### src/design/xtea_random_generator_macros.svh
// assertion macros of the xtea random generator module
`ifndef XTEA_RANDOM_GENERATOR_MACROS_SVH
`define XTEA_RANDOM_GENERATOR_MACROS_SVH

// same-cycle implication, checked outside reset
`define XTEA_RNG_ASSERT_IMP(lbl, ante, cons, msg) \
  lbl: assert property (@(posedge clk) disable iff (rst) (ante) |-> (cons)) \
    else $error(msg);

// next-cycle implication, checked outside reset
`define XTEA_RNG_ASSERT_NXT(lbl, ante, cons, msg) \
  lbl: assert property (@(posedge clk) disable iff (rst) (ante) |=> (cons)) \
    else $error(msg);

`endif

### src/design/xtea_rng_pkg.sv
// types and constants of the xtea random generator
package xtea_rng_pkg;

  localparam logic [31:0] XTEA_DELTA = 32'h9E3779B9;
  localparam logic [31:0] BASE_KEY0  = 32'h2DE9716E;
  localparam logic [31:0] BASE_KEY1  = 32'h993FDDD1;
  localparam logic [31:0] BASE_KEY2  = 32'h2A77FB57;
  localparam logic [31:0] BASE_KEY3  = 32'hB172E6B0;

  localparam int unsigned VALUE_W = 15;

  typedef enum logic [1:0] {
    FUNC_SEED  = 2'd0,
    FUNC_DRAW  = 2'd1,
    FUNC_PEEK2 = 2'd2,
    FUNC_PEEK1 = 2'd3
  } func_t;

  typedef enum logic {
    ST_IDLE = 1'b0,
    ST_RUN  = 1'b1
  } state_t;

  typedef struct packed {
    logic       start;
    logic       seed;
    logic [4:0] hour;
    logic [5:0] minute;
    logic [5:0] second;
  } ctrl_t;

  typedef struct packed {
    logic        done;
    logic [31:0] xor_final;
    logic [31:0] xor_now;
  } status_t;

endpackage

### src/design/xtea_rng_if.sv
// request and response channel interfaces of the xtea random generator
interface xtea_rng_req_if;
  logic       valid;
  logic       ready;
  logic [1:0] func;
  logic [4:0] seed_hour;
  logic [5:0] seed_minute;
  logic [5:0] seed_second;

  modport source (output valid, func, seed_hour, seed_minute, seed_second, input ready);
  modport sink (input valid, func, seed_hour, seed_minute, seed_second, output ready);
endinterface

interface xtea_rng_rsp_if;
  logic        valid;
  logic        ready;
  logic [14:0] value;

  modport source (output valid, value, input ready);
  modport sink (input valid, value, output ready);
endinterface

### src/design/xtea_rng_half.sv
// one xtea half round: the shared add/xor/shift unit
module xtea_rng_half (
  input  logic [31:0]      src,
  input  logic [31:0]      dst,
  input  logic [31:0]      acc,
  input  logic [3:0][31:0] key_words,
  input  logic             phase,
  output logic [31:0]      result
);

  logic [1:0]  key_idx;
  logic [31:0] mixed;
  logic [31:0] keyed;

  always_comb begin
    key_idx = phase ? acc[12:11] : acc[1:0];
    mixed   = ((src << 4) ^ (src >> 5)) + src;
    keyed   = acc + key_words[key_idx];
    result  = dst + (mixed ^ keyed);
  end

endmodule

### src/design/xtea_rng_core.sv
// cipher state, key and half-round sequencer of the xtea random generator
module xtea_rng_core #(
  parameter int unsigned ROUND_COUNT = 32
) (
  input  logic                 clk,
  input  logic                 rst,
  input  xtea_rng_pkg::ctrl_t  ctrl,
  output xtea_rng_pkg::status_t status
);

  localparam int unsigned StepCount = 2 * ROUND_COUNT;
  localparam int unsigned StepW     = $clog2(StepCount);
  localparam logic [StepW-1:0] StepLast = StepW'(StepCount - 1);

  logic [31:0]      word_a;
  logic [31:0]      word_b;
  logic [31:0]      acc;
  logic [3:0][31:0] key_words;
  logic [StepW-1:0] step;
  logic             busy;

  logic [31:0] half_src;
  logic [31:0] half_dst;
  logic [31:0] half_out;

  assign half_src = step[0] ? word_a : word_b;
  assign half_dst = step[0] ? word_b : word_a;

  xtea_rng_half u_half (
    .src       (half_src),
    .dst       (half_dst),
    .acc       (acc),
    .key_words (key_words),
    .phase     (step[0]),
    .result    (half_out)
  );

  always_ff @(posedge clk) begin
    if (rst) begin
      word_a    <= '0;
      word_b    <= '0;
      acc       <= '0;
      key_words <= '0;
      step      <= '0;
      busy      <= 1'b0;
    end else if (ctrl.start) begin
      if (ctrl.seed) begin
        key_words[0] <= xtea_rng_pkg::BASE_KEY0 ^ {26'd0, ctrl.second};
        key_words[1] <= xtea_rng_pkg::BASE_KEY1 ^ {26'd0, ctrl.minute};
        key_words[2] <= xtea_rng_pkg::BASE_KEY2 ^ {27'd0, ctrl.hour};
        key_words[3] <= xtea_rng_pkg::BASE_KEY3;
        word_a       <= '0;
        word_b       <= '0;
      end
      acc  <= '0;
      step <= '0;
      busy <= 1'b1;
    end else if (busy) begin
      if (step[0]) begin
        word_b <= half_out;
      end else begin
        word_a <= half_out;
        acc    <= acc + xtea_rng_pkg::XTEA_DELTA;
      end
      if (step == StepLast) begin
        busy <= 1'b0;
      end
      step <= step + 1'b1;
    end
  end

  assign status.done      = busy && (step == StepLast);
  assign status.xor_final = word_a ^ half_out;
  assign status.xor_now   = word_a ^ word_b;

endmodule

### src/design/xtea_random_generator.sv
// Pseudo-random generator: XTEA encipherment of a 64-bit state under a 128-bit
// key seeded from second, minute and hour. Seed and draw run the ROUND_COUNT
// rounds after the request beat, one half round per cycle through a single
// shared add/xor/shift unit, and the response beat is presented on the cycle
// after the last half round; req.ready is low while the rounds run. Peek
// requests answer on the next cycle. A new request is taken as soon as the
// response register is free or being emptied.
`include "xtea_random_generator_macros.svh"

module xtea_random_generator #(
  parameter int unsigned ROUND_COUNT = 32
) (
  input  logic          clk,
  input  logic          rst,
  xtea_rng_req_if.sink   req,
  xtea_rng_rsp_if.source rsp
);

  xtea_rng_pkg::state_t  state;
  xtea_rng_pkg::state_t  state_next;
  xtea_rng_pkg::ctrl_t   ctrl;
  xtea_rng_pkg::status_t status;
  xtea_rng_pkg::func_t   req_func;

  logic        out_valid;
  logic [14:0] out_value;
  logic        draw_pending;
  logic        accept;
  logic        peek_take;

  assign req_func = xtea_rng_pkg::func_t'(req.func);

  xtea_rng_core #(
    .ROUND_COUNT (ROUND_COUNT)
  ) u_core (
    .clk    (clk),
    .rst    (rst),
    .ctrl   (ctrl),
    .status (status)
  );

  always_ff @(posedge clk) begin
    if (rst) begin
      state <= xtea_rng_pkg::ST_IDLE;
    end else begin
      state <= state_next;
    end
  end

  always_comb begin
    state_next  = state;
    req.ready   = 1'b0;
    accept      = 1'b0;
    peek_take   = 1'b0;
    ctrl.start  = 1'b0;
    ctrl.seed   = 1'b0;
    ctrl.hour   = req.seed_hour;
    ctrl.minute = req.seed_minute;
    ctrl.second = req.seed_second;
    unique case (state)
      xtea_rng_pkg::ST_IDLE: begin
        req.ready = !out_valid || rsp.ready;
        accept    = req.valid && req.ready;
        unique case (req_func)
          xtea_rng_pkg::FUNC_SEED: begin
            ctrl.start = accept;
            ctrl.seed  = 1'b1;
          end
          xtea_rng_pkg::FUNC_DRAW: begin
            ctrl.start = accept;
          end
          xtea_rng_pkg::FUNC_PEEK2,
          xtea_rng_pkg::FUNC_PEEK1: begin
            peek_take = accept;
          end
          default: begin
            peek_take = 1'b0;
          end
        endcase
        if (ctrl.start) begin
          state_next = xtea_rng_pkg::ST_RUN;
        end
      end
      xtea_rng_pkg::ST_RUN: begin
        if (status.done) begin
          state_next = xtea_rng_pkg::ST_IDLE;
        end
      end
      default: begin
        state_next = xtea_rng_pkg::ST_IDLE;
      end
    endcase
  end

  always_ff @(posedge clk) begin
    if (ctrl.start) begin
      draw_pending <= (req_func == xtea_rng_pkg::FUNC_DRAW);
    end
  end

  always_ff @(posedge clk) begin
    if (rst) begin
      out_valid <= 1'b0;
    end else if (peek_take || status.done) begin
      out_valid <= 1'b1;
    end else if (rsp.ready) begin
      out_valid <= 1'b0;
    end
  end

  always_ff @(posedge clk) begin
    if (peek_take) begin
      if (req_func == xtea_rng_pkg::FUNC_PEEK2) begin
        out_value <= {13'd0, status.xor_now[16:15]};
      end else begin
        out_value <= {14'd0, status.xor_now[17]};
      end
    end else if (status.done) begin
      out_value <= draw_pending ? status.xor_final[14:0] : '0;
    end
  end

  assign rsp.valid = out_valid;
  assign rsp.value = out_value;

  `XTEA_RNG_ASSERT_IMP(a_run_stalls_req, state == xtea_rng_pkg::ST_RUN, !req.ready,
    "request taken while rounds run")
  `XTEA_RNG_ASSERT_IMP(a_run_out_empty, state == xtea_rng_pkg::ST_RUN, !rsp.valid,
    "response pending while rounds run")
  `XTEA_RNG_ASSERT_NXT(a_start_runs, ctrl.start, state == xtea_rng_pkg::ST_RUN,
    "seed or draw did not start the rounds")
  `XTEA_RNG_ASSERT_NXT(a_peek_answers, peek_take,
    rsp.valid && (state == xtea_rng_pkg::ST_IDLE), "peek beat not answered next cycle")
  `XTEA_RNG_ASSERT_IMP(a_done_in_run, status.done, state == xtea_rng_pkg::ST_RUN,
    "round sequence finished outside run state")

endmodule
### src/flat_wrapper.sv
// flat-port wrapper written by rule: the top's interface ports become plain ports
module xtea_random_generator_flat 
#(
  parameter int unsigned ROUND_COUNT = 32
)
  (clk, rst, req_valid, req_func, req_seed_hour, req_seed_minute, req_seed_second, req_ready, rsp_valid, rsp_value, rsp_ready);
  xtea_rng_req_if req_i ();
  xtea_rng_rsp_if rsp_i ();
  input  logic clk;
  input  logic rst;
  input wire logic [$bits(req_i.valid)-1:0] req_valid;
  input wire logic [$bits(req_i.func)-1:0] req_func;
  input wire logic [$bits(req_i.seed_hour)-1:0] req_seed_hour;
  input wire logic [$bits(req_i.seed_minute)-1:0] req_seed_minute;
  input wire logic [$bits(req_i.seed_second)-1:0] req_seed_second;
  output wire logic [$bits(req_i.ready)-1:0] req_ready;
  output wire logic [$bits(rsp_i.valid)-1:0] rsp_valid;
  output wire logic [$bits(rsp_i.value)-1:0] rsp_value;
  input wire logic [$bits(rsp_i.ready)-1:0] rsp_ready;
  assign req_i.valid = req_valid;
  assign req_i.func = req_func;
  assign req_i.seed_hour = req_seed_hour;
  assign req_i.seed_minute = req_seed_minute;
  assign req_i.seed_second = req_seed_second;
  assign req_ready = req_i.ready;
  assign rsp_valid = rsp_i.valid;
  assign rsp_value = rsp_i.value;
  assign rsp_i.ready = rsp_ready;
  xtea_random_generator #(.ROUND_COUNT(ROUND_COUNT)) u_core (.clk(clk), .rst(rst), .req(req_i), .rsp(rsp_i));
endmodule
### config.mk
export PLATFORM = sky130hd
export DESIGN_NAME = xtea_random_generator_flat
export DESIGN_NICKNAME = d
export VERILOG_FILES = /design/src/design/xtea_rng_pkg.sv /design/src/design/xtea_rng_if.sv /design/src/design/xtea_rng_half.sv /design/src/design/xtea_rng_core.sv /design/src/design/xtea_random_generator.sv /design/src/flat_wrapper.sv
export VERILOG_INCLUDE_DIRS = /design/src /design/src/design
export SDC_FILE = /design/constraint.sdc
export NUM_CORES = 1
export LEC_CHECK = 0
export BUFFER_PORTS_ARGS = -buffer_cell sky130_fd_sc_hd__clkbuf_2
export CAP_MARGIN = 30
export CORE_MARGIN = 3
export CORE_UTILIZATION = 60
export DETAILED_ROUTE_END_ITERATION = 16
export GPL_TIMING_DRIVEN = 1
export PLACE_DENSITY = 0.89
export REMOVE_ABC_BUFFERS = 1
export SYNTH_ARGS = -nofsm -noshare
export SYNTH_HDL_FRONTEND = slang
export SYNTH_SLANG_ARGS = --single-unit
### constraint.sdc
create_clock -name clk -period 10.6 [get_ports clk]
set_input_delay 0.53 -clock clk [delete_from_list [all_inputs] [get_ports clk]]
set_output_delay 0.53 -clock clk [all_outputs]
set_load 0.005 [all_outputs]
# Word-level counts from Yosys, hierarchy flattened
# Cells that the tools add are included.
dict set report totals {
  output_inout_bits 17
  input_bits 23
  reg_bits 188
}
dict set report op_classes {
  bitwise_logic 9
  n_mux 31
  magnitude_cmp 1
  add_sub_neg 5
  n_eq_ne 6
  n_reduce_logical 17
}
# operator n
set ops {}
lappend ops {{32-bit two-way mux} 10}
lappend ops {{32-bit adder} 3}
lappend ops {{32-bit binary-select mux with 2-bit select} 1}
lappend ops {{15-bit two-way mux} 3}
lappend ops {{32-bit adder, second input constant} 1}
lappend ops {{32-bit by 27-bit bitwise XOR with 32-bit output} 1}
lappend ops {{32-bit bitwise XOR} 1}
lappend ops {{4-bit inverter with 21-bit output} 1}
lappend ops {{2-bit inverter with 20-bit output} 1}
lappend ops {{4-bit inverter with 18-bit output} 1}
lappend ops {{18-bit bitwise XOR} 1}
lappend ops {{15-bit bitwise XOR} 1}
lappend ops {{1-bit two-way mux} 13}
lappend ops {{2-bit nonzero test} 4}
lappend ops {{6-bit by 1-bit adder with 6-bit output, second input constant} 1}
lappend ops {{6-bit equality test, second input constant} 1}
lappend ops {{2-bit two-way mux} 3}
lappend ops {{3-bit AND reduction} 2}
lappend ops {{2-bit OR reduction} 3}
lappend ops {{2-bit equality test, second input constant} 2}
lappend ops {{2-bit inequality test, second input constant} 2}
lappend ops {{2-bit AND reduction} 2}
lappend ops {{2-bit by 3-bit < comparator with 1-bit output, second input constant} 1}
lappend ops {{2-bit by 1-bit equality test with 1-bit output, second input constant} 1}
lappend ops {{other kinds (6)} 9}

# Depth between registers and ports, before layout
dict set report logic_depth {
  word_depth 10
  depth_mapped 29
  mapped_depth_nobuf 27
}

# By module
# Synthesis repeated with hierarchy kept, for this count alone.
dict set report unflattened {
  cells_unflattened 1557
  hier_area_um2 13085.0
}
# module cells_per_inst instances seq_area_each_um2 area_per_inst_um2
set modules_own_cells {}
lappend modules_own_cells {xtea_rng_core 760 1 2422.3 6311.1}
lappend modules_own_cells {xtea_rng_half 743 1 0.0 5982.0}
lappend modules_own_cells {xtea_random_generator 54 1 520.5 792.0}

# Worst setup path before layout
# No wires, ideal clock.
dict set report synth_timing {
  kind {register to register}
  from {register u_core.u_core.step[0]}
  to {register u_core.u_core.word_b[31]}
  path_buffers 4
  path_stages_with_launch 27
  path_slack_ns 4.831
  setup_time_ns 0.106
  required_ns 10.494
  period_less_slack_ns 5.769
  arrival_time_ns 5.663
  path_cell_list {dfxtp_1 > clkbuf_1 > buf_1 > clkbuf_1 > mux2i_1 > xnor2_1 > ha_1 > a211oi_1 > o21a_1 > o21ai_0 > a21oi_1 > o21ai_0 > a21o_1 > a21oi_1 > xnor2_1 > xnor2_1 > ha_1 > clkbuf_1 > a21oi_1 > o21ai_0 > a221oi_1 > nand2_1 > o21ai_1 > a31oi_1 > xnor2_1 > or3_1 > o311ai_0}
}
dict set report synth_via {
  elab_chain_len 9
}
# item line
set synth_rtl {}
lappend synth_rtl {{start: declaration} xtea_rng_core.sv:19} ;# logic [StepW-1:0] step;
lappend synth_rtl {{start signal: assignment} xtea_rng_core.sv:68} ;# step <= step + 1'b1;
lappend synth_rtl {{2-bit two-way mux} xtea_rng_half.sv:16} ;# key_idx = phase ? acc[12:11] : acc[1:0];
lappend synth_rtl {{32-bit binary-select mux with 2-bit select} xtea_rng_half.sv:18} ;# keyed = acc + key_words[key_idx];
lappend synth_rtl {{32-bit two-way mux (not written as such)} xtea_rng_half.sv:18}
lappend synth_rtl {{32-bit adder} xtea_rng_half.sv:18}
lappend synth_rtl {{32-bit bitwise XOR} xtea_rng_half.sv:19} ;# result = dst + (mixed ^ keyed);
lappend synth_rtl {{32-bit adder} xtea_rng_half.sv:19}
lappend synth_rtl {{32-bit two-way mux} xtea_rng_core.sv:59} ;# if (step[0]) begin
lappend synth_rtl {{32-bit two-way mux} xtea_rng_core.sv:58} ;# end else if (busy) begin
lappend synth_rtl {{32-bit two-way mux} xtea_rng_core.sv:46} ;# end else if (ctrl.start) begin
lappend synth_rtl {{end signal: assignment} xtea_rng_core.sv:60} ;# word_b <= half_out;
lappend synth_rtl {{end: declaration} xtea_rng_core.sv:16} ;# logic [31:0] word_b;
# Several ways; a longest one is shown, not always the timed one. The select of a mux whose other input is x is not followed.
# A chain may end at the register's enable or synchronous reset.

# Worst setup path after layout
# Same ends and word-level chain as after synthesis.

==> results.txt <==
TritonCTS sink count -> 139
Pwr Total -> 1500 µW
Synth Instances -> 1368
Row cnt -> 49
Initial antenna violation count -> 0
Synth Area in Adders -> 11.2%
Post-layout minimum cycle time -> 6.69 ns
DR iter-0 viols -> 775
Largest net degree at the start of global routing -> 78
# hold bufs at CTS -> 0
Hpwl dp -> 22200 µm
Number of CTS-inserted buffers -> 17
Vias in the first global route -> 9856
Seq/Total Area, Yosys -> 26.1%
Initial Util -> 61.9%
Synthesized area per cell -> 8.24 µm²
Final WS setup -> 3.91 ns
Die Span Y -> 143 µm
I/O pin cnt -> 40
Vias per Instance -> 6.36
Critical Path Slowest Stage Cell -> dfxtp_4
Post_cts resized -> 0
Post-route ant nets -> 0
Top cells by area, synth -> dfxtp_1 22%, xnor2_1 11%, ha_1 11%
Post-synth top area share -> 21.8%
Sequential Area -> 2950 µm²
FMAX -> 150 MHz
CTS tree -> built
Critical path class -> reg2reg
Asr flop ratio synth -> 0%
Largest family of logic cells by synthesized area -> compound AO/OA/AOI/OAI gates
Final wirelength -> 30200 µm
Mux contribution to synthesized area -> 7.12%
Multi-input gate area in the final layout -> 7970 µm²
Post-synthesis simple-gate area fraction -> 16.2%
Clk root buf -> clkbuf_16
Die ar. -> 20500 µm²
Skew-Pair Late Insertion Delay -> 0.45 ns
Port Buf Inserts -> 39
Fin. Hold Viols -> 0
Syn Std Cell Area -> 11300 µm²
Post-synth EDFFs -> 16
Die Width -> 143 µm
CP arrival -> 7.02 ns
CP Max Fanout -> 41
Top FF cell, synth -> dfxtp_1
Max Slew Vio Count -> 0
Number of distinct library cells after synthesis -> 65
Post-synth top area cell -> dfxtp_1
Cell mode on critical path -> a21oi_1
Worst r2r path cells -> 23
Post-synthesis register bit count -> 139
Global Route Usage Sum -> 29.7%
RR Startpoint -> u_core.u_core.step[0]$_SDFFE_PP0P_
Yosys Warn Count -> 0
DR WL/cell -> 18.6 µm
Most frequent cell after synthesis -> nor2_1
CP cell instances -> buf_4 > mux2_2 > ha_1 > fa_1 > a21o_1 > a21oi_1 > o21ai_0 > a21oi_1 > o21ai_0 > a21o_1 > a21oi_1 > xnor2_1 > xnor2_1 > ha_1 > a21oi_1 > o21ai_0 > a221oi_1 > nand2_1 > o21ai_1 > a31oi_1 > xnor2_1 > or3_1 > o311ai_0
Worst-Margin Slew -> 0.923 ns
Slew headroom -> 36.8%
Syn-to-layout area delta -> 8.86%
VDD IR max -> 0.000121 V
Overflow after GRT -> 0
Worst EP required -> 10.93 ns
Final period utilization -> 63.1%
Layout Nets -> 1508
Worst R2R End -> u_core.u_core.word_b[31]$_SDFFE_PP0P_
Max incr delay on CP -> 0.73 ns
Startpoint Class -> flop
Max Root-Sink Buffers -> 2
Total number of vias -> 10354
Layout fillers -> 1465
Final setup TNS -> 0 ns
Clock Skew -> 0.0166 ns
CP endpoint kind -> flop
Final Setup Violations -> 0
Worst Hold Launch -> req_seed_second[1]
Worst-path clk slew -> 0.07 ns
Hold crit path type -> in2reg
Static Leak -> 0.00541 µW
Max Cap Viol -> 0
Flop2flop setup slack -> 3.91 ns
Commonest cells in the netlist -> 153 x nor2_1, 140 x xnor2_1, 123 x dfxtp_1
Drt first pass iters -> 5
H-Tree Depth -> 4
Core Area -> 18200 µm²
Setup WS pre-CTS -> 4.09 ns
Hold Path Depth -> 2
Layout cells sized above 1 -> 10.7%
Hold worst-path end -> u_core.u_core.key_words[1]$_SDFFE_PP0P_
Setup Buffers After CTS -> 0
Remaining DRCs -> 0
RD Place Congestion -> 0.987
Power Density -> 122 nW/µm²
RSZ-0062 raised after global routing -> false
Complex-gate fraction of the synthesized area -> 21.2%
Ant diodes -> 0
XOR/XNOR Fraction of Synth Area -> 15.0%
First-pass GRT wire length -> 48900 µm
Outcome -> finished, final reports clean
-- metrics by stage --
stage / instance area, µm² / hold slack (ns) / std cells / util [%]
finish: 12300 / 0.255 / 1628 / 67.4
global route: 12300 / 0.259 / 1628 / 67.4
CTS: 12300 / 0.257 / 1628 / 67.4
detailed placement: 11700 / 0.449 / 1596 / 64.0
global placement: 11700 / 0.442 / 1596 / 64.0
floorplan: 11100 / 0.427 / 1318 / -
-- worst max-delay path, delay by kind of cell, from the launching register on --
kind / cells / cell delay [ns]
compound gates: 13 / 2.75
fa+ha+maj: 3 / 1.07
flops: 1 / 0.73
xor+xnor: 3 / 0.54
buf+inv: 1 / 0.52
simple gates: 2 / 0.48
mux: 1 / 0.43
-- layout by cell type, fill, tap and decap left out, drive strengths merged, types with 14 or more instances in the layout --
cell type / n
a211oi: 25
a21o: 42
a21oi: 108
a22oi: 26
a31oi: 14
clkbuf: 56
dfxtp: 123
edfxtp: 16
ha: 96
inv: 57
mux2: 47
mux2i: 25
nand2: 99
nand3: 47
nand4: 20
nor2: 153
nor3: 16
o21a: 14
o21ai: 63
xnor2: 140
xor2: 50
-- sequential cells by signal (all words and copies together), names as in the netlist, 6 cells and up --
register / cells
u_core.rsp.value: 15
u_core.u_core.word_a: 32
u_core.u_core.acc: 32
u_core.u_core.word_b: 32
u_core.u_core.step: 6
u_core.u_core.key_words: 18
-- layer usage --
layer / share of wire, % / track usage (%) / up-vias
met4: 2.9 / 11.1 / 0
met5: 0 / 0 / -
met1: 43 / 39.3 / 4886
met3: 7.6 / 5.16 / 74
li1: - / - / 4969
met2: 46 / 48.5 / 425
-- worst max path at each step --
| stage | start | to | slack, ns |
|---|---|---|---|
| after detailed placement | u_core.u_core.step[0]$_SDFFE_PP0P_ | u_core.u_core.word_b[29]$_SDFFE_PP0P_ | 4.09 |
| after global placement | u_core.u_core.step[0]$_SDFFE_PP0P_ | u_core.u_core.word_b[31]$_SDFFE_PP0P_ | 4.28 |
| final | u_core.u_core.step[0]$_SDFFE_PP0P_ | u_core.u_core.word_b[31]$_SDFFE_PP0P_ | 3.91 |
| after CTS | u_core.u_core.step[0]$_SDFFE_PP0P_ | u_core.u_core.word_b[29]$_SDFFE_PP0P_ | 4.03 |
| after global routing | u_core.u_core.step[0]$_SDFFE_PP0P_ | u_core.u_core.word_b[29]$_SDFFE_PP0P_ | 3.49 |
| after floorplan | u_core.u_core.step[0]$_SDFFE_PP0P_ | u_core.u_core.word_b[31]$_SDFFE_PP0P_ | 3.67 |
-- cell families (layout without fill, tap and decap cells) --
| logic type | count (synthesis) | count (layout) |
|---|---|---|
| buffers and inverters | 97 | 128 |
| DFF | 139 | 139 |
| muxes | 73 | 73 |
| AOI/OAI and AO/OA | 366 | 366 |
| xor gates and xnor gates | 191 | 191 |
| and+or+nand+nor | 403 | 403 |
| adders and majority gates | 99 | 99 |
-- report_power, final --
part           internal (µW)  switching (µW)  total (µW)
combinational            115             177         292
clock                    342             290         632
sequential               552            22.6         574
total                   1010             490        1500
-- cell type report --
class / instances / share of cell area (%)
multi-input cells: 1132 / 65.0
flip-flops and latches: 139 / 24.0
clock buffers: 17 / 3.47
well taps: 229 / 2.34
repair buffers: 49 / 2.20
clock inverters: 15 / 1.56
inverters: 47 / 1.44
Power figures use the tool's default switching activity.
